`config.mk`:
```
export PLATFORM = sky130hd
export DESIGN_NAME = aabb_cs_back
export DESIGN_NICKNAME = d
export VERILOG_FILES = /design/src/sv/aabb_cs_pkg.sv /design/src/sv/aabb_cs_back.sv
export SDC_FILE = /design/constraint.sdc
export NUM_CORES = 1
export LEC_CHECK = 0
export ABC_AREA = 1
export BUFFER_PORTS_ARGS = -buffer_cell sky130_fd_sc_hd__buf_4
export CORE_MARGIN = 2
export CORE_UTILIZATION = 65
export CTS_BUF_LIST = sky130_fd_sc_hd__clkbuf_8
export DETAILED_ROUTE_END_ITERATION = 6
export GPL_TIMING_DRIVEN = 0
export HOLD_SLACK_MARGIN = 0.12
export PLACE_DENSITY_LB_ADDON = 0.12
export REMOVE_ABC_BUFFERS = 1
export SLEW_MARGIN = 40
export SYNTH_ARGS = -nofsm -noshare
export SYNTH_HDL_FRONTEND = slang
export SYNTH_SLANG_ARGS = --single-unit
export TNS_END_PERCENT = 20
```
`constraint.sdc`:
```
create_clock -name i_clk -period 6.45 [get_ports i_clk]
set_input_delay 1.935 -clock i_clk [delete_from_list [all_inputs] [get_ports i_clk]]
set_output_delay 1.935 -clock i_clk [all_outputs]
set_load 0.02 [all_outputs]
```
`src/sv/aabb_cs_pkg.sv`:
```
`default_nettype none

package aabb_cs_pkg;

    localparam int POS_W      = 32;
    localparam int SIZE_W     = 30;
    localparam int CFG_IDX_W  = 3;
    localparam int CFG_DATA_W = 32;
    localparam int DIR_W      = 3;
    // |own - other| of two 32-bit signed values
    localparam int ABS_W      = POS_W + 1;
    // sum of three 30-bit sizes
    localparam int SUM_W      = SIZE_W + 2;
    // 2*|d| and penetration depth
    localparam int PEN_W      = ABS_W + 1;

    localparam int QUEUE_DEPTH = 4;
    localparam int QUEUE_AW    = 2;

    localparam logic [CFG_IDX_W-1:0] CFG_OWN_CENTER_X     = 3'd0;
    localparam logic [CFG_IDX_W-1:0] CFG_OWN_CENTER_Y     = 3'd1;
    localparam logic [CFG_IDX_W-1:0] CFG_OWN_WIDTH        = 3'd2;
    localparam logic [CFG_IDX_W-1:0] CFG_OWN_HEIGHT       = 3'd3;
    localparam logic [CFG_IDX_W-1:0] CFG_COLLISION_MARGIN = 3'd4;

    localparam logic [DIR_W-1:0] DIR_NONE  = 3'd0;
    localparam logic [DIR_W-1:0] DIR_NORTH = 3'd1;
    localparam logic [DIR_W-1:0] DIR_SOUTH = 3'd2;
    localparam logic [DIR_W-1:0] DIR_EAST  = 3'd3;
    localparam logic [DIR_W-1:0] DIR_WEST  = 3'd4;

    typedef enum logic [1:0] {
        SIDE_NORTH = 2'd0,
        SIDE_SOUTH = 2'd1,
        SIDE_EAST  = 2'd2,
        SIDE_WEST  = 2'd3
    } t_side;

    typedef struct packed {
        logic  hit;
        t_side side;
        logic  frame_end;
    } t_cls;

endpackage

`default_nettype wire

```
`src/sv/aabb_cs_back.sv`:
```
`default_nettype none

module aabb_cs_back import aabb_cs_pkg::*; #(
    parameter int COUNT_WIDTH = 16
) (
    input  logic             i_clk,
    input  logic             i_rst_n,
    input  logic             i_empty,
    input  t_cls             i_cls,
    output logic             o_pop,
    output logic             o_valid,
    input  logic             i_ready,
    output logic             o_hit,
    output logic             o_any_hit,
    output logic             o_resolved_valid,
    output logic [DIR_W-1:0] o_push_direction
);

    logic [COUNT_WIDTH-1:0] r_cnt [4];
    logic [COUNT_WIDTH-1:0] bumped [4];
    logic                   r_seen;
    logic                   r_out_valid;
    logic                   r_hit;
    logic                   r_any;
    logic                   r_rv;
    logic [DIR_W-1:0]       r_dir;

    logic [COUNT_WIDTH-1:0] cn, cs, ce, cw;
    logic                   n, s, e, w;
    logic [DIR_W-1:0]       dir;
    logic                   n_any;

    assign o_pop = !i_empty && (!r_out_valid || i_ready);

    // saturating count of the contact side
    always_comb begin
        for (int k = 0; k < 4; k++) begin
            bumped[k] = r_cnt[k] + COUNT_WIDTH'(i_cls.hit && (i_cls.side == t_side'(2'(k)))
                                                && !(&r_cnt[k]));
        end
    end

    always_comb begin
        cn = bumped[SIDE_NORTH];
        cs = bumped[SIDE_SOUTH];
        ce = bumped[SIDE_EAST];
        cw = bumped[SIDE_WEST];
        n  = cn != '0;
        s  = cs != '0;
        e  = ce != '0;
        w  = cw != '0;
        dir = DIR_NONE;
        if (n || s) begin
            if (w && !e) begin
                dir = DIR_EAST;
            end else if (e && !w) begin
                dir = DIR_WEST;
            end else if (!n) begin
                dir = DIR_NORTH;
            end else if (!s) begin
                dir = DIR_SOUTH;
            end else if (cn > cs) begin
                dir = DIR_SOUTH;
            end else if (cs > cn) begin
                dir = DIR_NORTH;
            end
        end else if (w) begin
            if (!e) begin
                dir = DIR_EAST;
            end else if (ce > cw) begin
                dir = DIR_WEST;
            end else if (cw > ce) begin
                dir = DIR_EAST;
            end
        end else if (e) begin
            dir = DIR_WEST;
        end
        n_any = r_seen || i_cls.hit;
    end

    always_ff @(posedge i_clk) begin
        if (!i_rst_n) begin
            for (int k = 0; k < 4; k++) begin
                r_cnt[k] <= '0;
            end
            r_seen      <= 1'b0;
            r_out_valid <= 1'b0;
        end else if (o_pop) begin
            for (int k = 0; k < 4; k++) begin
                r_cnt[k] <= i_cls.frame_end ? '0 : bumped[k];
            end
            r_seen      <= i_cls.frame_end ? 1'b0 : n_any;
            r_out_valid <= 1'b1;
        end else if (i_ready) begin
            r_out_valid <= 1'b0;
        end
    end

    always_ff @(posedge i_clk) begin
        if (o_pop) begin
            r_hit <= i_cls.hit;
            r_any <= n_any;
            r_rv  <= i_cls.frame_end;
            r_dir <= i_cls.frame_end ? dir : DIR_NONE;
        end
    end

    assign o_valid          = r_out_valid;
    assign o_hit            = r_hit;
    assign o_any_hit        = r_any;
    assign o_resolved_valid = r_rv;
    assign o_push_direction = r_dir;

endmodule

`default_nettype wire

```
==> flow_summary.yaml <==
outcome:
  status: "finished clean"
setup_path:
  required_ps: 4510
  worstPathArrival_ps: 2810
  endpoint_kind: "output port"
  worstPathMaxFanout: 8
  path_class: "in -> out"
  critPathLaunchType: "input pin"
synthesis:
  synth-main-ff-cell: "edfxtp_1"
  yosys_warnings: 0
  synth_seq_cells: 72
  yosysMostFrequentCell: "nand2_1"
  synth_area_leaders: "edfxtp_1 38%, nand2_1 14%, ha_1 9.3%"
  syn_inst: 749
  synthArstFlopShare_pct: 0
  seq_area_frac_synth_pct: 38.76
  synthTopCellsByCount: "210 x nand2_1, 117 x nor2_1, 97 x inv_1"
  syn_avg_cell_area_sq_um: 7.379
  syn_area_sq_um: 5527
  yosysTopAreaCell: "edfxtp_1"
  ys_types: 31
  synth_top_area_share_pct: 38.03
  synth-edff-count: 70
floorplanning:
  ios: 16
  chipHeight_microns: 96.21
  core_area_sq_um: 8217
  fp.dieArea_sq_um: 9256
  start_util_pct: 67.26
  num_rows: 33
  die_width_microns: 96.21
drt:
  drt_iter0_drc: 284
  firstDrtPassIters: 5
  num_vias: 4956
  drc: 0
  viasPerCell: 5.632
  routed_wl_microns: 12000
  ant_nets: 0
  wire_per_inst_microns: 13.64
sta:
  period_minus_slack_ps: 4747
  rsz0062_at_grt: "false"
  worst_pin_slew_ps: 645.5
  holdWs_ps: 491.0
  setup_ws_ps: 1703
  fin_tns_setup_ps: 0
  fin_skew_ps: 17.54
  hold_viol_final: 0
  timing.slew.headroom_pct: 56.97
  finalCritPeriodShare_pct: 73.60
  setup_viol: 0
  max_freq_mhz: 210.7
  drv_slew: 0
power:
  p_per_area_nw_per_um2: 181.3
  ir_worst_vdd_mv: 0.1115
  power.leakage_nw: 2.591
cts:
  htreeDepth: 3
  cts_root_buf: "clkbuf_8"
  clock_latency_ps: 360
  cts_hold_buffers: 0
  cts_resized: 0
  numCtsBuffers: 9
  cts.clk_slew.worst_paths_ps: 80
  clockBufferDepth: 2
  cts.sinks: 72
  tritoncts: "built"
  postCtsSetupBuffers: 0
placed_design:
  post-place-ws_ps: 1415
  dp_cells: 864
  dp_hpwl_microns: 9142
  gp_congestion: 0.8823
  port_buffers: 15
global_routing:
  grt_pass1_wl_microns: 19530
  antenna_found_initial: 0
  first_global_vias: 4386
  grt_overflow_total: 0
  grt_max_degree: 48
  grtUsageTotal_pct: 27.33
final_layout:
  multi_input_area_sq_um: 2968
  layout.cells.non_filler: 880
  ff_latch_area_sq_um: 2142
  area_growth_pct: 7.811
  num_antenna_cells: 0
  nFillCells: 649
  drive_above_1_share_pct: 10.71
  nNetsFinal: 819
run:
  cap_violations: 0
hold_path:
  hp-class: "reg -> reg"
==> layout by cell type, fill, tap and decap left out, types with 8 or more instances in the layout <==
cell | Yosys | routed
nand2_1 | 210 | 209
nor2_1 | 117 | 117
inv_1 | 97 | 97
edfxtp_1 | 70 | 70
nand3_1 | 50 | 50
ha_1 | 41 | 41
a21oi_1 | 32 | 32
nand4_1 | 24 | 24
buf_4 | 0 | 15
nor2_2 | 13 | 13
nand2_2 | 10 | 10
o21ai_0 | 9 | 9
clkbuf_8 | 0 | 9
inv_2 | 8 | 8
nor2_4 | 8 | 8
nand3_2 | 8 | 8
==> sequential cells by signal (all words and copies together) (netlist names) <==
signal / cells
r_cnt: 64
o_valid: 1
o_any_hit: 1
r_seen: 1
o_resolved_valid: 1
o_hit: 1
o_push_direction: 3
==> metal layers <==
metal,GRT usage [%],wire length (microns)
met3,5.403,787
met4,7.619,123
met2,43.58,5464
met5,0,0
met1,37.89,5626
==> power by group <==
part | internal (mW) | total [mW] | switching, mW
Clock | 0.136 | 0.316 | 0.180
Combinational | 0.0689 | 0.192 | 0.123
Sequential | 0.544 | 0.573 | 0.0285
Total | 0.749 | 1.08 | 0.331
==> metrics by stage <==
stage / total power [mW] / util [%] / area, sq um
after floorplan: 0.7154 / - / 5500
after global placement: 0.7602 / 69.91 / 5744
after detailed placement: 0.7721 / 70.52 / 5794
after CTS: 1.080 / 72.51 / 5958
after global routing: 1.134 / 72.51 / 5958
final: 1.080 / 72.51 / 5958
==> cell type report <==
type / instances / share of cell area [%]
timing repair buffer: 17 / 2.562
clock inverter: 7 / 0.6720
clock buffer: 9 / 2.079
sequential: 72 / 35.95
tap: 105 / 2.205
multi-input combinational: 564 / 49.81
inverter: 106 / 6.720
==> critical path, cell delays in order <==
cell     delay (ps)
buf_4           110
a21oi_1         500
buf_4           260
==> cell families (layout without fill, tap and decap cells) <==
logic type / count (synthesis) / after routing / synth area share, %
AO/OA/AOI/OAI: 56 / 56 / 5.818
AND/OR/NAND/NOR: 462 / 462 / 37.67
XOR/XNOR: 5 / 5 / 0.7924
buffers and inverters: 113 / 139 / 7.675
adder cells (fa/ha/maj): 41 / 41 / 9.282
flip-flops: 72 / 72 / 38.76
==> path summary, 6_finish.rpt <==
path / slack, ps / depth (start not counted) / startpoint / endpoint
worst min register to register: 490 / 2 / o_valid / o_valid
worst max register to register: 2750 / 20 / r_cnt[2][5] / o_push_direction[0]
worst min-delay path: 490 / 2 / o_valid / o_valid
worst max-delay path: 1700 / 3 / i_empty / o_pop
Note: power is estimated with default switching activity, not from simulation.
