### config.mk
export PLATFORM = sky130hd
export DESIGN_NAME = aabb_cs_queue
export DESIGN_NICKNAME = d
export VERILOG_FILES = /design/src/sv/aabb_cs_pkg.sv /design/src/sv/aabb_cs_queue.sv
export SDC_FILE = /design/constraint.sdc
export NUM_CORES = 1
export LEC_CHECK = 0
export BUFFER_PORTS_ARGS = -buffer_cell sky130_fd_sc_hd__buf_2
export CAP_MARGIN = 20
export CORE_MARGIN = 4
export CORE_UTILIZATION = 40
export CTS_BUF_LIST = sky130_fd_sc_hd__clkbuf_16
export DETAILED_ROUTE_END_ITERATION = 6
export PLACE_DENSITY = 0.69
export REMOVE_ABC_BUFFERS = 1
export SYNTH_ARGS = -nofsm -noshare
export SYNTH_HDL_FRONTEND = slang
export SYNTH_SLANG_ARGS = --single-unit
### constraint.sdc
create_clock -name i_clk -period 4.1 [get_ports i_clk]
set_clock_uncertainty 0.15 [all_clocks]
set_input_delay 0.41 -clock i_clk [delete_from_list [all_inputs] [get_ports i_clk]]
set_output_delay 0.41 -clock i_clk [all_outputs]
set_load 0.1 [all_outputs]
### src/sv/aabb_cs_pkg.sv
`default_nettype none

package aabb_cs_pkg;

    localparam int POS_W      = 32;
    localparam int SIZE_W     = 30;
    localparam int CFG_IDX_W  = 3;
    localparam int CFG_DATA_W = 32;
    localparam int DIR_W      = 3;
    // |own - other| of two 32-bit signed values
    localparam int ABS_W      = POS_W + 1;
    // sum of three 30-bit sizes
    localparam int SUM_W      = SIZE_W + 2;
    // 2*|d| and penetration depth
    localparam int PEN_W      = ABS_W + 1;

    localparam int QUEUE_DEPTH = 4;
    localparam int QUEUE_AW    = 2;

    localparam logic [CFG_IDX_W-1:0] CFG_OWN_CENTER_X     = 3'd0;
    localparam logic [CFG_IDX_W-1:0] CFG_OWN_CENTER_Y     = 3'd1;
    localparam logic [CFG_IDX_W-1:0] CFG_OWN_WIDTH        = 3'd2;
    localparam logic [CFG_IDX_W-1:0] CFG_OWN_HEIGHT       = 3'd3;
    localparam logic [CFG_IDX_W-1:0] CFG_COLLISION_MARGIN = 3'd4;

    localparam logic [DIR_W-1:0] DIR_NONE  = 3'd0;
    localparam logic [DIR_W-1:0] DIR_NORTH = 3'd1;
    localparam logic [DIR_W-1:0] DIR_SOUTH = 3'd2;
    localparam logic [DIR_W-1:0] DIR_EAST  = 3'd3;
    localparam logic [DIR_W-1:0] DIR_WEST  = 3'd4;

    typedef enum logic [1:0] {
        SIDE_NORTH = 2'd0,
        SIDE_SOUTH = 2'd1,
        SIDE_EAST  = 2'd2,
        SIDE_WEST  = 2'd3
    } t_side;

    typedef struct packed {
        logic  hit;
        t_side side;
        logic  frame_end;
    } t_cls;

endpackage

`default_nettype wire

### src/sv/aabb_cs_queue.sv
`default_nettype none

module aabb_cs_queue import aabb_cs_pkg::*; (
    input  logic i_clk,
    input  logic i_rst_n,
    input  logic i_push,
    input  t_cls i_cls,
    output logic o_full,
    input  logic i_pop,
    output t_cls o_cls,
    output logic o_empty
);

    t_cls                r_mem [QUEUE_DEPTH];
    logic [QUEUE_AW-1:0] r_wr;
    logic [QUEUE_AW-1:0] r_rd;
    logic [QUEUE_AW:0]   r_cnt;

    assign o_full  = r_cnt == (QUEUE_AW+1)'(QUEUE_DEPTH);
    assign o_empty = r_cnt == '0;
    assign o_cls   = r_mem[r_rd];

    always_ff @(posedge i_clk) begin
        if (i_push) begin
            r_mem[r_wr] <= i_cls;
        end
    end

    always_ff @(posedge i_clk) begin
        if (!i_rst_n) begin
            r_wr  <= '0;
            r_rd  <= '0;
            r_cnt <= '0;
        end else begin
            if (i_push) begin
                r_wr <= r_wr + 1'b1;
            end
            if (i_pop) begin
                r_rd <= r_rd + 1'b1;
            end
            case ({i_push, i_pop})
                2'b10:   r_cnt <= r_cnt + 1'b1;
                2'b01:   r_cnt <= r_cnt - 1'b1;
                default: r_cnt <= r_cnt;
            endcase
        end
    end

endmodule

`default_nettype wire

==> results by group, run 1 <==
Timing
  • Setup TNS: 0 ns
  • Slew Limit Headroom: 67.5%
  • RSZ-0062 raised after global routing: false
  • Max Clock Freq: 0.460 GHz
  • Final Hold Fails: 0
  • Hold slack: 0.222 ns
  • Endpoints failing setup: 0
  • Fin crit share: 53.1%
  • Worst-margin pin slew: 0.491 ns
  • Post-route minimum period: 2.18 ns
  • Pins Over Slew Limit: 0

Die
  • Core Region: 2450 um^2
  • Chip width: 58.7 um
  • # rows: 18
  • # IOs: 14
  • Die area: 3450 um^2
  • Starting Density: 41.9%
  • Die height: 58.7 um

Clocking
  • Sink Count: 25
  • Skew-Pair Late Insertion Delay: 0.25 ns
  • Postcts setup bufs: 0
  • Max Buffers Root-to-Sink: 2
  • CTS tree: yes
  • Post-cts sizing count: 0
  • Worst-path clk slew: 0.06 ns
  • Inserted Clock Buffers: 3
  • Post-CTS Hold Fix Bufs: 0
  • H-tree depth: 1
  • Clock root buffer: clkbuf_16

Routing
  • Residual DRC: 0
  • Vias: 535
  • WL final: 1.47 mm
  • Routed length per instance: 13.0 um
  • Post-route ant nets: 0
  • Initial DRC Count: 6
  • Drt first pass iters: 4
  • Via/cell ratio: 4.73

Layout
  • # nets final: 98
  • Most frequent cells in the layout: 16 x edfxtp_1, 13 x buf_2, 10 x and2_1, 9 x dfxtp_1, 7 x inv_1
  • Multi-input logic area: 345 um^2
  • Layout area overhead: 17.6%
  • Register Area: 661 um^2
  • Commonest non-fill, non-tap cell in the layout: edfxtp_1
  • Share of cells above drive strength 1: 21.7%
  • Ant. Diodes: 0
  • FILL cells: 215

Synth
  • Post-Syn Area: 1030 um^2
  • Syn_area_per_cell: 15.6 um^2
  • Async SR Flop Fraction: 0%
  • Post-synth top flop: edfxtp_1
  • Post-synth EDFFs: 16
  • Synth unique cells: 18
  • Number of synthesized register bits: 25
  • Yosys warning count: 0
  • Seq/Total Area, Yosys: 64.2%
  • Synthesized netlist cell count: 66

Min path
  • Worst Hold Class: input pin to flop
  • Hold wc startpoint: i_cls[0]

Flow run
  • Maxcap violations: 0

Critical path
  • Startpoint class of the critical path: flop
  • Max stage delay on crit path: 0.59 ns
  • R2R setup slack: 2.41 ns
  • Crit. End Element: output port
  • CP Data Required Time: 3.54 ns
  • Critical-path maximum fanout: 4
  • CP max stage cell: mux4_1
  • Crit-path cells: mux4_1, buf_2
  • WP data arrival: 1.62 ns
  • Critical path class: flop to output port
  • Worst r2r src: r_cnt[0]
  • Critical path buffer and inverter count: 1
  • Crit path max-delay family: multiplexers

Placed design
  • Hpwl dp: 1.11 mm
  • PortBufs: 13
  • Routability cong.: 0.796

Global routing
  • Initial antenna violation count: 0
  • GRT Resource Usage Total: 10.1%
  • Largest net degree at the start of global routing: 14
  • Vias in the first global route: 576
  • Grt ovf: 0
  • First-pass GRT wire length: 2.55 mm

Power and ir drop
  • Peak supply drop: 331 uV
  • P per Cell Area: 527 nW/um^2
  • Leakage: 0.474 nW

Outcome
  • Status: complete, no violations
[layout make-up]
cell class | instances | share of cell area, %
multi-input cells | 35 | 28.5
flip-flops and latches | 25 | 54.6
clock buffers | 3 | 6.20
well taps | 30 | 3.10
inverters | 6 | 1.86
clock inverters | 1 | 0.310
repair buffers | 13 | 5.38
[flip-flops by register name, summed over array words and instances, names as in the netlist, named ones only]
register and flops:
r_mem 16, r_rd 2, r_cnt 3, r_wr 2
[worst register-to-register path, delay by kind of cell, from the launching register on]
family          cells  cell delay, ns
buf+inv             1            0.08
fa+ha+maj           1            0.43
flops               1            0.36
simple gates        1            0.30
compound gates      1            0.14
xor+xnor            1            0.16
[metal layers]
| layer | part of all wire, % | track usage, % | vias to the layer above |
|---|---|---|---|
| met4 | 0.41 | 3.88 | 0 |
| met2 | 49 | 15.9 | 12 |
| met5 | 0 | 0 | - |
| li1 | - | - | 270 |
| met3 | 5.0 | 3.07 | 2 |
| met1 | 45 | 13.0 | 251 |
[power by group]
part           switching, mW  internal, mW  leakage [nW]
clock network         0.0740         0.130        0.0423
logic                  0.101        0.0349         0.210
registers             0.0115         0.286         0.221
[cells by family (layout without fill, tap and decap cells)]
family,after synthesis,in the layout,synth area share [%]
AND/OR/NAND/NOR,16,16,9.13
XOR/XNOR,5,5,4.26
AO/OA/AOI/OAI,3,3,1.70
buffers and inverters,6,23,2.19
flip-flops,25,25,64.2
adder cells (fa/ha/maj),6,6,8.03
multiplexers,5,5,10.5
[stage by stage]
stage                     power, mW  utilization (%)  cell area (um^2)  std cells  worst slack [ns]
final                         0.637             49.3              1210        113              1.92
after floorplan               0.414                -              1030         66              1.16
after CTS                     0.646             49.3              1210        113              1.90
after global routing          0.671             49.3              1210        113              1.86
after global placement        0.437             46.1              1130        109              2.11
after detailed placement      0.441             46.1              1130        109              2.07
[worst paths after layout]
check	to	cells after the start
worst min register to register	r_cnt[2]	2
worst max-delay path	o_cls[0]	2
worst min-delay path	r_mem[1][0]	1
worst max register to register	r_cnt[2]	5
[cell usage after synthesis (2+ instances only)]
| cell type | count | area [um^2] |
|---|---|---|
| o21ai_0 | 2 | 10.0 |
| mux4_2 | 2 | 45.0 |
| nand2_1 | 2 | 7.51 |
| edfxtp_1 | 16 | 480 |
| and2_1 | 10 | 62.6 |
| xor2_1 | 3 | 26.3 |
| dfxtp_1 | 9 | 180 |
| xnor2_1 | 2 | 17.5 |
| ha_1 | 5 | 62.6 |
| inv_1 | 6 | 22.5 |
| mux4_1 | 2 | 52.6 |
No activity file was read; power rests on OpenSTA's default activity.
==> run 2: changes to the inputs <==
Settings changed: ABC_AREA from default to 1, PLACE_DENSITY 0.69 to 0.71.
Clock period 4.1 ns to 1.9 ns, I/O delays scaled along.
==> run 2 against run 1 <==
Compared with the run above: hold slack lost 0.21 ns; cell count grew 26%; via count grew 29%; total power grew 120%; area after synthesis grew 1.8%; die area grew 1.6%; utilization grew 2.3 points; combinational power grew 130%; register-to-register slack lost 2.0 ns; critical path depth grew 1; count of clock-buffer cells in the layout is the same; sequential share of layout area shrank 2.9 points.
==> results by group, run 2 <==
Clocking
  • Max Buffers Root-to-Sink: 2
  • Skew-Pair Late Insertion Delay: 0.25 ns
  • Post-cts sizing count: 0
  • Worst-path clk slew: 0.06 ns
  • Postcts setup bufs: 0
  • CTS tree: yes
  • Sink Count: 25
  • Post-CTS Hold Fix Bufs: 0
  • Clock root buffer: clkbuf_16
  • Inserted Clock Buffers: 3
  • H-tree depth: 1

Layout
  • Most frequent cells in the layout: 16 x edfxtp_1, 14 x o21ai_1, 13 x inv_1
  • Ant. Diodes: 0
  • # nets final: 127
  • Share of cells above drive strength 1: 19.6%
  • Utilization after layout: 51.6%
  • FILL cells: 235
  • Largest Register: r_mem
  • Commonest non-fill, non-tap cell in the layout: edfxtp_1
  • Max reg flops: 16
  • Largest registers: r_mem: 16 flops, r_cnt: 3 flops
  • Layout area overhead: 22.0%

Synth
  • Synth unique cells: 17
  • Synthesized netlist cell count: 96
  • Post-synth top flop: edfxtp_1
  • Number of synthesized register bits: 25
  • Yosys warning count: 0
  • Syn_area_per_cell: 10.9 um^2
  • Area leader, netlist: edfxtp_1
  • Post-synth EDFFs: 16
  • Post-synth top area share: 45.9%
  • Most frequent cell after synthesis: edfxtp_1
  • Top cells by count, synth: 16 x edfxtp_1, 14 x o21ai_1, 12 x inv_1
  • Async SR Flop Fraction: 0%
  • Seq/Total Area, Yosys: 63.1%
  • Ranking of synthesized cells by area: edfxtp_1 46%, dfxtp_1 17%, o21ai_1 6.7%, ha_1 6.0%, inv_1 4.3%
  • Post-Syn Area: 1050 um^2

Timing
  • RSZ-0062 raised after global routing: false
  • Slew Limit Headroom: 67.6%
  • Pins Over Slew Limit: 0
  • Max Clock Freq: 0.554 GHz
  • Endpoints failing setup: 0
  • Post-route minimum period: 1.81 ns
  • Hold slack: 0.00865 ns
  • Setup slack after layout: 0.0939 ns
  • Worst-margin pin slew: 0.490 ns
  • Final Hold Fails: 0
  • Setup TNS: 0 ns
  • Fin crit share: 95.1%

Die
  • Die area: 3500 um^2
  • Core Region: 2480 um^2
  • # IOs: 14
  • Die height: 59.2 um
  • Chip width: 59.2 um
  • Starting Density: 42.3%
  • # rows: 18

Placed design
  • Hpwl dp: 1.31 mm
  • Routability cong.: 0.710
  • PortBufs: 13
  • Pre-CTS setup slack: 0.269 ns

Critical path
  • Startpoint class of the critical path: flop
  • CP Data Required Time: 1.56 ns
  • WP data arrival: 1.47 ns
  • Critical-path maximum fanout: 9
  • CP max stage cell: dfxtp_1
  • Crit. End Element: output port
  • Crit-path cells: o21ai_1, o22ai_1, buf_12
  • Critical path class: flop to output port
  • Max stage delay on crit path: 0.60 ns

Routing
  • Vias: 689
  • Initial DRC Count: 18
  • Drt first pass iters: 4
  • Routed length per instance: 11.7 um
  • WL final: 1.66 mm
  • Residual DRC: 0
  • Post-route ant nets: 0
  • Via/cell ratio: 4.85

Power and ir drop
  • Tot Pwr: 1.39 mW
  • Leakage: 0.539 nW
  • Peak supply drop: 630 uV
  • P per Cell Area: 1090 nW/um^2

Global routing
  • First-pass GRT wire length: 2.83 mm
  • Met1 usage: 11.7%
  • GRT Resource Usage Total: 11.1%
  • Most Used Layer, Global Route: met2
  • M3 GR Usage: 2.83%
  • Largest net degree at the start of global routing: 14
  • Grt ovf: 0
  • Vias in the first global route: 680
  • M2 GR Usage: 19.7%
  • Initial antenna violation count: 0

Min path
  • Worst Hold Class: input pin to flop

Flow run
  • Maxcap violations: 0

Outcome
  • Status: complete, no violations
-- run 2: cell count changes after synthesis, moves of 6 or more --
cell / before / now
a21oi_1: 0 / 7
and2_1: 10 / 0
inv_1: 6 / 12
nand2_1: 2 / 8
nor2_1: 0 / 9
o21ai_1: 0 / 14
-- run 2: path summary, 6_finish.rpt --
path	from	end	slack, ns	depth (start not counted)
worst max-delay path	flop	o_cls[1]	0.09	3
worst max register to register	r_cnt[1]	r_cnt[2]	0.42	8
worst min-delay path	i_cls[1]	r_mem[3][1]	0.009	1
worst min register to register	r_rd[1]	r_rd[1]	0.32	2
-- run 2: logic make-up after synthesis --
family	share of synthesized area (%)
AOI/OAI and AO/OA	12.4
adders and majority gates	7.89
buffers and inverters	7.88
DFF	63.1
and+or+nand+nor	8.72
-- run 2: power breakdown --
part,total [mW],switching (mW),internal (mW)
combinational,0.307,0.217,0.0908
sequential,0.635,0.0242,0.611
clock,0.444,0.164,0.281
total,1.39,0.405,0.982
-- run 2: per-layer routing --
layer / routed length (um) / up-vias
li1: - / 357
met4: 0 / 0
met1: 722 / 321
met3: 69 / 0
met5: 0 / -
met2: 871 / 11
-- run 2: stage by stage --
step	cell area [um^2]	std cells
4_1_cts	1280	142
6_report	1280	142
2_1_floorplan	1040	95
3_3_place_gp	1200	138
3_5_place_dp	1200	138
5_1_grt	1280	142
-- run 2: area by class of cell --
type / instances / area (um^2) / share of cell area [%]
clock buffer: 3 / 75.1 / 5.88
multi-input combinational: 53 / 304 / 23.8
clock inverter: 1 / 3.75 / 0.294
timing repair buffer: 13 / 125 / 9.79
tap: 30 / 37.5 / 2.94
sequential: 25 / 661 / 51.7
inverter: 17 / 71.3 / 5.58
-- run 2: critical path, delay by kind of cell, from the launching register on --
family,cells,cell delay (ns)
AOI/OAI and AO/OA,2,0.40
buffers and inverters,1,0.22
DFF,1,0.60
