===== config.mk =====
export PLATFORM = sky130hd
export DESIGN_NAME = aabb_cs_front
export DESIGN_NICKNAME = d
export VERILOG_FILES = /design/src/sv/aabb_cs_pkg.sv /design/src/sv/aabb_cs_front.sv
export SDC_FILE = /design/constraint.sdc
export NUM_CORES = 1
export LEC_CHECK = 0
export BUFFER_PORTS_ARGS = -buffer_cell sky130_fd_sc_hd__buf_2
export CAP_MARGIN = 25
export CORE_MARGIN = 2
export CORE_UTILIZATION = 25
export CTS_CLUSTER_DIAMETER = 30
export CTS_CLUSTER_SIZE = 20
export DETAILED_ROUTE_END_ITERATION = 10
export GPL_ROUTABILITY_DRIVEN = 0
export HOLD_SLACK_MARGIN = 0.03
export SYNTH_ARGS = -nofsm -noshare
export SYNTH_HDL_FRONTEND = slang
export SYNTH_SLANG_ARGS = --single-unit

===== constraint.sdc =====
create_clock -name i_clk -period 4.2 [get_ports i_clk]
set_input_delay 0.21 -clock i_clk [delete_from_list [all_inputs] [get_ports i_clk]]
set_output_delay 0.21 -clock i_clk [all_outputs]
set_load 0.02 [all_outputs]

===== src/sv/aabb_cs_pkg.sv =====
`default_nettype none

package aabb_cs_pkg;

    localparam int POS_W      = 32;
    localparam int SIZE_W     = 30;
    localparam int CFG_IDX_W  = 3;
    localparam int CFG_DATA_W = 32;
    localparam int DIR_W      = 3;
    // |own - other| of two 32-bit signed values
    localparam int ABS_W      = POS_W + 1;
    // sum of three 30-bit sizes
    localparam int SUM_W      = SIZE_W + 2;
    // 2*|d| and penetration depth
    localparam int PEN_W      = ABS_W + 1;

    localparam int QUEUE_DEPTH = 4;
    localparam int QUEUE_AW    = 2;

    localparam logic [CFG_IDX_W-1:0] CFG_OWN_CENTER_X     = 3'd0;
    localparam logic [CFG_IDX_W-1:0] CFG_OWN_CENTER_Y     = 3'd1;
    localparam logic [CFG_IDX_W-1:0] CFG_OWN_WIDTH        = 3'd2;
    localparam logic [CFG_IDX_W-1:0] CFG_OWN_HEIGHT       = 3'd3;
    localparam logic [CFG_IDX_W-1:0] CFG_COLLISION_MARGIN = 3'd4;

    localparam logic [DIR_W-1:0] DIR_NONE  = 3'd0;
    localparam logic [DIR_W-1:0] DIR_NORTH = 3'd1;
    localparam logic [DIR_W-1:0] DIR_SOUTH = 3'd2;
    localparam logic [DIR_W-1:0] DIR_EAST  = 3'd3;
    localparam logic [DIR_W-1:0] DIR_WEST  = 3'd4;

    typedef enum logic [1:0] {
        SIDE_NORTH = 2'd0,
        SIDE_SOUTH = 2'd1,
        SIDE_EAST  = 2'd2,
        SIDE_WEST  = 2'd3
    } t_side;

    typedef struct packed {
        logic  hit;
        t_side side;
        logic  frame_end;
    } t_cls;

endpackage

`default_nettype wire


===== src/sv/aabb_cs_front.sv =====
`default_nettype none

module aabb_cs_front import aabb_cs_pkg::*; (
    input  logic                     i_clk,
    input  logic                     i_rst_n,
    input  logic                     i_cfg_valid,
    output logic                     o_cfg_ready,
    input  logic [CFG_IDX_W-1:0]     i_cfg_index,
    input  logic [CFG_DATA_W-1:0]    i_cfg_data,
    input  logic                     i_valid,
    output logic                     o_ready,
    input  logic signed [POS_W-1:0]  i_other_x,
    input  logic signed [POS_W-1:0]  i_other_y,
    input  logic [SIZE_W-1:0]        i_other_width,
    input  logic [SIZE_W-1:0]        i_other_height,
    input  logic                     i_frame_end,
    output logic                     o_push,
    output t_cls                     o_cls,
    input  logic                     i_full
);

    logic [POS_W-1:0]  r_own_x;
    logic [POS_W-1:0]  r_own_y;
    logic [SIZE_W-1:0] r_own_w;
    logic [SIZE_W-1:0] r_own_h;
    logic [SIZE_W-1:0] r_margin;

    logic              r_s1_valid;
    logic [ABS_W-1:0]  r_adx;
    logic [ABS_W-1:0]  r_ady;
    logic [SUM_W-1:0]  r_sx;
    logic [SUM_W-1:0]  r_sy;
    logic              r_dx_pos;
    logic              r_dy_pos;
    logic              r_fe;

    logic [ABS_W-1:0]  x_own, x_oth, y_own, y_oth;
    logic [ABS_W-1:0]  dx_ab, dx_ba, dy_ab, dy_ba;
    logic [ABS_W-1:0]  n_adx, n_ady;
    logic [SUM_W-1:0]  n_sx, n_sy;
    logic              n_dx_pos, n_dy_pos;
    logic              s1_load;

    logic [PEN_W-1:0]  ax2, ay2, sx_w, sy_w, px, py;
    logic              hit, pick_x;

    assign o_cfg_ready = 1'b1;

    always_ff @(posedge i_clk) begin
        if (!i_rst_n) begin
            r_own_x  <= '0;
            r_own_y  <= '0;
            r_own_w  <= '0;
            r_own_h  <= '0;
            r_margin <= '0;
        end else if (i_cfg_valid) begin
            case (i_cfg_index)
                CFG_OWN_CENTER_X:     r_own_x  <= i_cfg_data;
                CFG_OWN_CENTER_Y:     r_own_y  <= i_cfg_data;
                CFG_OWN_WIDTH:        r_own_w  <= i_cfg_data[SIZE_W-1:0];
                CFG_OWN_HEIGHT:       r_own_h  <= i_cfg_data[SIZE_W-1:0];
                CFG_COLLISION_MARGIN: r_margin <= i_cfg_data[SIZE_W-1:0];
                default: ;
            endcase
        end
    end

    // both differences in parallel, pick the non-negative one
    always_comb begin
        x_own    = {r_own_x[POS_W-1], r_own_x};
        x_oth    = {i_other_x[POS_W-1], i_other_x};
        y_own    = {r_own_y[POS_W-1], r_own_y};
        y_oth    = {i_other_y[POS_W-1], i_other_y};
        dx_ab    = x_own - x_oth;
        dx_ba    = x_oth - x_own;
        dy_ab    = y_own - y_oth;
        dy_ba    = y_oth - y_own;
        n_adx    = dx_ab[ABS_W-1] ? dx_ba : dx_ab;
        n_ady    = dy_ab[ABS_W-1] ? dy_ba : dy_ab;
        n_dx_pos = !dx_ab[ABS_W-1] && (dx_ab != '0);
        n_dy_pos = !dy_ab[ABS_W-1] && (dy_ab != '0);
        n_sx     = SUM_W'(r_own_w) + SUM_W'(r_margin) + SUM_W'(i_other_width);
        n_sy     = SUM_W'(r_own_h) + SUM_W'(r_margin) + SUM_W'(i_other_height);
    end

    assign o_ready = !r_s1_valid || !i_full;
    assign o_push  = r_s1_valid && !i_full;
    assign s1_load = i_valid && o_ready;

    always_ff @(posedge i_clk) begin
        if (!i_rst_n) begin
            r_s1_valid <= 1'b0;
        end else if (s1_load) begin
            r_s1_valid <= 1'b1;
        end else if (o_push) begin
            r_s1_valid <= 1'b0;
        end
    end

    always_ff @(posedge i_clk) begin
        if (s1_load) begin
            r_adx    <= n_adx;
            r_ady    <= n_ady;
            r_sx     <= n_sx;
            r_sy     <= n_sy;
            r_dx_pos <= n_dx_pos;
            r_dy_pos <= n_dy_pos;
            r_fe     <= i_frame_end;
        end
    end

    // overlap and shallower-penetration axis; ties go to y
    always_comb begin
        ax2    = {r_adx, 1'b0};
        ay2    = {r_ady, 1'b0};
        sx_w   = PEN_W'(r_sx);
        sy_w   = PEN_W'(r_sy);
        hit    = (ax2 < sx_w) && (ay2 < sy_w);
        px     = sx_w - ax2;
        py     = sy_w - ay2;
        pick_x = px < py;
        o_cls.hit       = hit;
        o_cls.frame_end = r_fe;
        if (pick_x) begin
            o_cls.side = r_dx_pos ? SIDE_WEST : SIDE_EAST;
        end else begin
            o_cls.side = r_dy_pos ? SIDE_NORTH : SIDE_SOUTH;
        end
    end

endmodule

`default_nettype wire


==> summary.txt, run 1 <==
CTS
  – Clk sinks: 288
  – H-tree depth: 2
  – Clk slew on worst S/H paths: 0.05 ns
  – Worst skew pair latency: 0.59 ns
  – CTS Root Cell: clkbuf_16
  – CTS Buffer Depth: 3
  – Number of buffers created by CTS: 58
  – CTS tree: done

Synth
  – Yosys top cell area share: 15.0%
  – Post-Syn Instances: 3195
  – Post-synth EDFFs: 133
  – Async SR Flop Fraction: 0%
  – Synth Flop Type: dfxtp_1
  – Post-synth top area cell: edfxtp_1
  – Synthesized flop and latch total: 288
  – Cell variety after synth: 99
  – Seq/Total Area, Yosys: 26.7%
  – Syn. warnings: 0
  – Mean Syn Cell Area: 8.31 um^2
  – Mapped cell area: 26500 um^2
  – Syn_nets: 3709
  – Synth top area cells: edfxtp_1 15%, ha_1 13%, dfxtp_1 12%

Worst setup path
  – Critical Path AT: 5.09 ns
  – Critical Path Start Type: flop
  – FF-to-FF Start: r_margin[9]
  – RR Endpoint: r_sx[30]
  – Crit path required time: 3.99 ns
  – Crit path max fanout: 3
  – Crit end category: primary output
  – Reg2Reg Setup Slack: 0.19 ns
  – Reg2Reg Depth: 12
  – CP Class: reg2out

Finish
  – Fin util: 31.1%
  – Layout cells sized above 1: 15.4%
  – Non-Filler Instances: 4967
  – Final nets: 4039
  – Final instance area: 32700 um^2
  – Most frequent cells in the layout: 444 x nand2_1, 299 x inv_1, 279 x ha_1
  – Most common cell after layout, fill and taps aside: nand2_1
  – P&R area growth vs syn: 23.4%

STA
  – Final worst path period need: 5.30 ns
  – Setup ws final: -1.10 ns
  – Crit share post-route: 126%
  – Worst clock skew: 0.0286 ns
  – Final setup viols: 2
  – Fin. Hold Viols: 0
  – Slew @ Worst Pin: 0.899 ns
  – Worst slew margin: 40.1%
  – RSZ-0062 raised after global routing: yes
  – F_max: 0.189 GHz
  – Slew Viols, Final: 0

Status
  – Failing checks: negative setup slack
  – Outcome: complete, but fails checks

Floorplanning
  – Initial Util: 25.2%
  – Core footprint: 105000 um^2
  – Top Ports: 172
  – Num rows: 119
  – Die extent in y: 330 um
  – Die ar.: 109000 um^2
  – Die width: 330 um

Power
  – Leakage: 14.2 nW
  – VDD IR max: 288 uV
  – Cell area power density: 365 nW/um^2
  – Total power: 12.0 mW

Min path
  – Hold depth: 2
  – Hold_sp: i_rst_n
  – Hold Path Sink: r_own_h[4]
  – Worst hold path class: in2reg

Job
  – Number of max-cap violations: 0

Global routing
  – Total grt overflow: 0
  – Vias in the first global route: 23.8k
  – Met3 global-route usage: 2.90%
  – Largest net degree at the start of global routing: 114
  – M2 GR Usage: 26.7%
  – Global-route wire length before repair: 140000 um
  – Gr usage total: 16.6%
  – Gr busiest metal: met2
  – Antenna violations before repair: 8
  – Met1 usage: 23.3%

Detailed routing
  – DR vias/cell: 4.96
  – DRC violations left: 0
  – Routed WL: 92700 um
  – Initial DRC Count: 2051
  – Routed WL per cell: 18.7 um
  – DRT antenna net count: 0
  – Via Count: 24.6k
  – Drt pass-1 iters: 6

Placement
  – DP Worst Slack: -0.771 ns
  – Placement Cell Area: 30000 um^2
  – Dpl hpwl: 74300 um
  – Port Buffers: 170
  – DP Cell Count: 4808
## metal layers
metal | up-vias | wire (um)
met4 | 8 | 1800
met1 | 11700 | 42300
met2 | 874 | 41700
met3 | 131 | 6790
met5 | - | 46
li1 | 11900 | -
## Yosys cell counts (all sizes together) (17+ instances only)
cell / n
nand2: 445
inv: 300
o21a: 26
nor2b: 45
a21o: 102
xor2: 54
buf: 45
mux2i: 38
clkbuf: 84
and2: 25
ha: 281
a31oi: 37
nand4: 29
a21boi: 166
nor2: 171
dfxtp: 155
a21oi: 229
fa: 68
o21ai: 155
and3: 25
o21bai: 30
nand3: 64
a211oi: 19
nand2b: 43
xnor2: 121
nor4: 17
o211ai: 24
nor3: 42
edfxtp: 133
## kinds of logic (layout without fill, tap and decap cells)
family | after synthesis | after routing | synth area share [%]
AO/OA/AOI/OAI | 930 | 930 | 23.7
XOR/XNOR | 175 | 175 | 5.77
adder cells (fa/ha/maj) | 349 | 349 | 18.4
buffers and inverters | 429 | 809 | 6.52
flip-flops | 288 | 288 | 26.7
multiplexers | 45 | 45 | 1.73
other | 1 | 2 | 0.0141
AND/OR/NAND/NOR | 978 | 978 | 17.2
## report_power, final
group | total, mW | switching [mW] | internal [mW]
clock network | 4.91 | 1.71 | 3.19
logic | 3.81 | 2.12 | 1.69
registers | 3.25 | 0.0861 | 3.16
total | 12.0 | 3.92 | 8.05
## critical path, stage by stage (launching register included)
cell	delay, ns
edfxtp_1	0.35
inv_1	0.06
ha_2	0.17
inv_2	0.04
fa_2	0.34
a21oi_2	0.17
o211ai_1	0.17
a22oi_2	0.28
o31ai_4	0.12
o31a_1	0.28
and2_4	0.17
o21ai_2	0.11
nand2b_1	0.08
xnor2_1	0.14
ha_1	0.31
a21o_1	0.17
a21oi_2	0.13
nor2b_1	0.05
o21ai_1	0.13
nand2b_1	0.07
a21oi_1	0.14
nor2_1	0.06
o311a_1	0.42
o211ai_1	0.22
nand3_2	0.16
buf_6	0.17
## registers in the layout, indices dropped and copies added (netlist names), 30 cells and up
name / count
r_margin: 30
r_own_h: 30
r_own_x: 32
r_own_y: 32
r_sy: 32
r_adx: 33
r_sx: 32
r_own_w: 30
r_ady: 33
## cell type report
cell class / count / area, um^2
tap: 1391 / 1740
timing repair buffer: 399 / 2780
multi-input combinational: 2478 / 17900
fill: 11100 / 72500
clock buffer: 73 / 1640
clock inverter: 37 / 453
sequential: 288 / 7100
inverter: 300 / 1130
antenna: 1 / 2.50
## through the flow
stage          hold WS, ns  setup TNS, ns
2_1_floorplan        0.309              0
3_3_place_gp         0.449          -1.02
3_5_place_dp         0.446          -1.39
4_1_cts              0.146          -2.05
5_1_grt              0.119          -2.86
6_report             0.115          -2.16
## how the worst max path moves through the flow
stage                     startpoint  endpoint  slack (ns)  depth (start not counted)
after floorplan              r_sy[1]  o_cls[2]        0.03                         24
after global placement       r_sy[1]  o_cls[2]       -0.54                         23
final                        r_sy[1]  o_cls[1]       -1.10                         25
after detailed placement     r_sy[1]  o_cls[2]       -0.77                         23
after global routing         r_sy[1]  o_cls[1]       -1.44                         25
after CTS                    r_sy[1]  o_cls[1]       -1.05                         25
## timing repair
item	4_1_cts	5_1_grt
hold buffers	35	0
pin swaps	9	21
resized for setup	23	20
buffers inserted	3	9
setup endpoints to repair	2	23
endpoints found under the hold margin	154	0
Note: power is estimated with default switching activity, not from simulation.
==> run 2, diff against run 1 <==
CTS_BUF_LIST = sky130_fd_sc_hd__clkbuf_16   (was unset)
==> run 2 against run 1 <==
  * The run still ends with negative setup slack left
  * Wire length about the same
  * Register-to-register slack worse by 0.02 ns
  * Final cell count unchanged
  * Sequential share of layout area about the same
  * Sequential power about the same
  * Combinational power about the same
  * Final area about the same
  * Clock power down 2%
  * Via count down 0.15%
  * Clock skew down 0.0011 ns
  * Largest cell class unchanged
  * Largest power group unchanged
==> summary.txt, run 2 (synthesis results as in run 1) <==
Worst setup path
  – Crit path buf inv count: 3 (unchanged)
  – Slowest-stage cell, CP: o311a_1
  – Crit end category: primary output
  – RR Endpoint: r_dy_pos
  – Reg2Reg Setup Slack: 0.17 ns (-0.02 ns)
  – CP Class: reg2out
  – Crit path max-delay family: compound AO/OA/AOI/OAI gates
  – Critical Path Start Type: flop
  – CP Capture Point: o_cls[1]
  – Crit path max fanout: 3 (unchanged)
  – CP max stage delay: 0.42 ns (about the same)
  – Reg2Reg Depth: 13 (+1)
  – CP Depth: 25 (unchanged)
  – FF-to-FF Start: r_own_y[0]
  – Crit path from: r_sy[1]
  – Critical Path AT: 5.09 ns (about the same)
  – Crit path required time: 3.99 ns (about the same)

Detailed routing
  – Drt pass-1 iters: 5 (-1)
  – Routed WL: 92700 um (about the same)
  – DR WL met3: 6740 um (-0.81%)
  – Met2 WL: 41600 um (-0.21%)
  – DRC violations left: 0 (unchanged)
  – DRT antenna net count: 0 (unchanged)
  – Routed WL per cell: 18.7 um (about the same)
  – Via Count: 24.6k (-0.15%)
  – DR vias/cell: 4.95 (-0.15%)
  – Metal1 wirelength: 42500 um (+0.30%)
  – Initial DRC Count: 1983 (-3.3%)
  – Uppermost layer routed: met5

Global routing
  – Largest net degree at the start of global routing: 114 (unchanged)
  – Total grt overflow: 0 (unchanged)
  – Gr usage total: 16.6% (about the same)
  – Vias in the first global route: 23.8k (+0.013%)
  – Global-route wire length before repair: 140000 um (about the same)
  – Antenna violations before repair: 8 (unchanged)

Finish
  – Largest regs: r_adx (33), r_ady (33)
  – Final instance area: 32700 um^2 (about the same)
  – Most frequent cells in the layout: 444 x nand2_1, 306 x inv_1, 279 x ha_1
  – P&R area growth vs syn: 23.3% (about the same)
  – Final nets: 4039 (unchanged)
  – Most common cell after layout, fill and taps aside: nand2_1
  – Layout cells sized above 1: 15.3% (-0.084 points)
  – Fin util: 31.1% (about the same)
  – Fill cells: 11.1k (+0.054%)

Power
  – Sw frac: 32.9% (+0.20 points)
  – Switch Pwr: 3.92 mW (about the same)
  – Cell area power density: 364 nW/um^2 (-0.51%)
  – Total power: 11.9 mW (-0.60%)
  – Clock Power Share: 40.6% (-0.4 points)
  – VDD IR max: 288 uV (about the same)
  – P_int: 7.98 mW (-0.89%)
  – Leakage: 14.2 nW (about the same)
  – Sequential Power Share: 27.3% (about the same)
  – Combinational share of power: 32.0% (+0.2 points)

Floorplanning
  – Die width: 330 um (unchanged)
  – Num rows: 119 (unchanged)
  – Initial Util: 25.2% (unchanged)
  – Core footprint: 105000 um^2 (unchanged)
  – Die ar.: 109000 um^2 (unchanged)
  – Die extent in y: 330 um (unchanged)
  – Top Ports: 172 (unchanged)

STA
  – Worst slew margin: 38.1% (-2.0 points)
  – Final setup viols: 2 (unchanged)
  – Fin. Hold Viols: 0 (unchanged)
  – Final hold slack: 0.117 ns (+0.00295 ns)
  – Slew @ Worst Pin: 0.920 ns (+0.0209 ns)
  – Crit share post-route: 126% (-0.21 points)
  – RSZ-0062 raised after global routing: yes
  – F_max: 0.189 GHz (+0.17%)
  – Setup ws final: -1.10 ns (+0.00882 ns)
  – Worst clock skew: 0.0275 ns (-0.00109 ns)
  – Slew Viols, Final: 0 (unchanged)
  – Final worst path period need: 5.30 ns (-0.00882 ns)

Min path
  – Worst hold path class: in2reg
  – Hold depth: 2 (unchanged)

CTS
  – CTS tree: done
  – Clk slew on worst S/H paths: 0.05 ns (about the same)
  – Worst skew pair latency: 0.59 ns (about the same)
  – Clk sinks: 288 (unchanged)
  – Number of buffers created by CTS: 58 (unchanged)
  – H-tree depth: 2 (unchanged)
  – CTS Buffer Depth: 3 (unchanged)
  – CTS Root Cell: clkbuf_16

Status
  – Outcome: complete, but fails checks
  – Failing checks: negative setup slack

Placement
  – Placement Cell Area: 30000 um^2 (unchanged)
  – Dpl hpwl: 74300 um (unchanged)
  – Port Buffers: 170 (unchanged)

Job
  – Number of max-cap violations: 0 (unchanged)
[run 2: changes by cell type in the layout (fill, tap and decap cells not counted)]
cell,delta
clkinv_1,+3
clkbuf_8,-3
clkbuf_1,-7
inv_1,+7
[run 2: worst min-delay path by stage]
stage	start	end	slack, ns
after detailed placement	i_frame_end	r_fe	0.45
after global placement	i_frame_end	r_fe	0.45
final	i_rst_n	r_own_h[4]	0.12
after floorplan	i_frame_end	r_fe	0.31
after global routing	i_rst_n	r_own_h[11]	0.12
after CTS	i_other_height[1]	r_sy[1]	0.15
[run 2: metal layers]
layer / vias up / track usage, %
li1: 11900 / -
met4: 8 / 3.15
met5: - / 0
met2: 883 / 26.7
met1: 11600 / 23.3
met3: 142 / 2.90
[run 2: area by class of cell]
class | instances | area [um^2] | share of cell area, %
antenna | 1 | 2.50 | 0.00765
clock buffer | 63 | 1580 | 4.82
clock inverter | 47 | 490 | 1.50
inverter | 300 | 1130 | 3.44
multi-input combinational | 2478 | 17900 | 54.7
sequential | 288 | 7100 | 21.7
tap | 1391 | 1740 | 5.32
timing repair buffer | 399 | 2780 | 8.49
[run 2: worst reg2reg max path: stages, from the launching register on]
cell and delay, ns:
dfxtp_1 0.32, inv_1 0.06, ha_2 0.19, fa_2 0.22, and2b_2 0.25, o31a_1 0.34
o311a_4 0.37, nor2_4 0.12, mux2_1 0.33, or4_4 0.53, a2111oi_4 0.28, nand4_1 0.22
nor4_2 0.38, a31oi_2 0.15
[run 2: stage by stage]
| stage | setup WS (ns) | std cells | setup TNS, ns |
|---|---|---|---|
| 2_1_floorplan | 0.0326 | 3195 | 0 |
| 3_3_place_gp | -0.542 | 4805 | -1.02 |
| 3_5_place_dp | -0.771 | 4808 | -1.39 |
| 4_1_cts | -1.05 | 4956 | -2.05 |
| 5_1_grt | -1.44 | 4966 | -2.86 |
| 6_report | -1.10 | 4967 | -2.15 |
[run 2: power groups by stage]
stage / Clock (mW) / Sequential (mW) / Combinational (mW)
6_report: 4.83 / 3.25 / 3.81
2_1_floorplan: 0 / 3.28 / 2.37
4_1_cts: 4.89 / 3.25 / 3.73
3_3_place_gp: 0 / 3.30 / 3.56
3_5_place_dp: 0 / 3.31 / 3.59
5_1_grt: 5.05 / 3.26 / 4.24
[run 2: repair_timing]
item                                    CTS  global route
setup buffers                             3             9
endpoints found under the hold margin   154             0
resized for setup                        23            20
hold buffers                             35             0
endpoints found under the setup margin    2            23
pin swaps                                 9            21
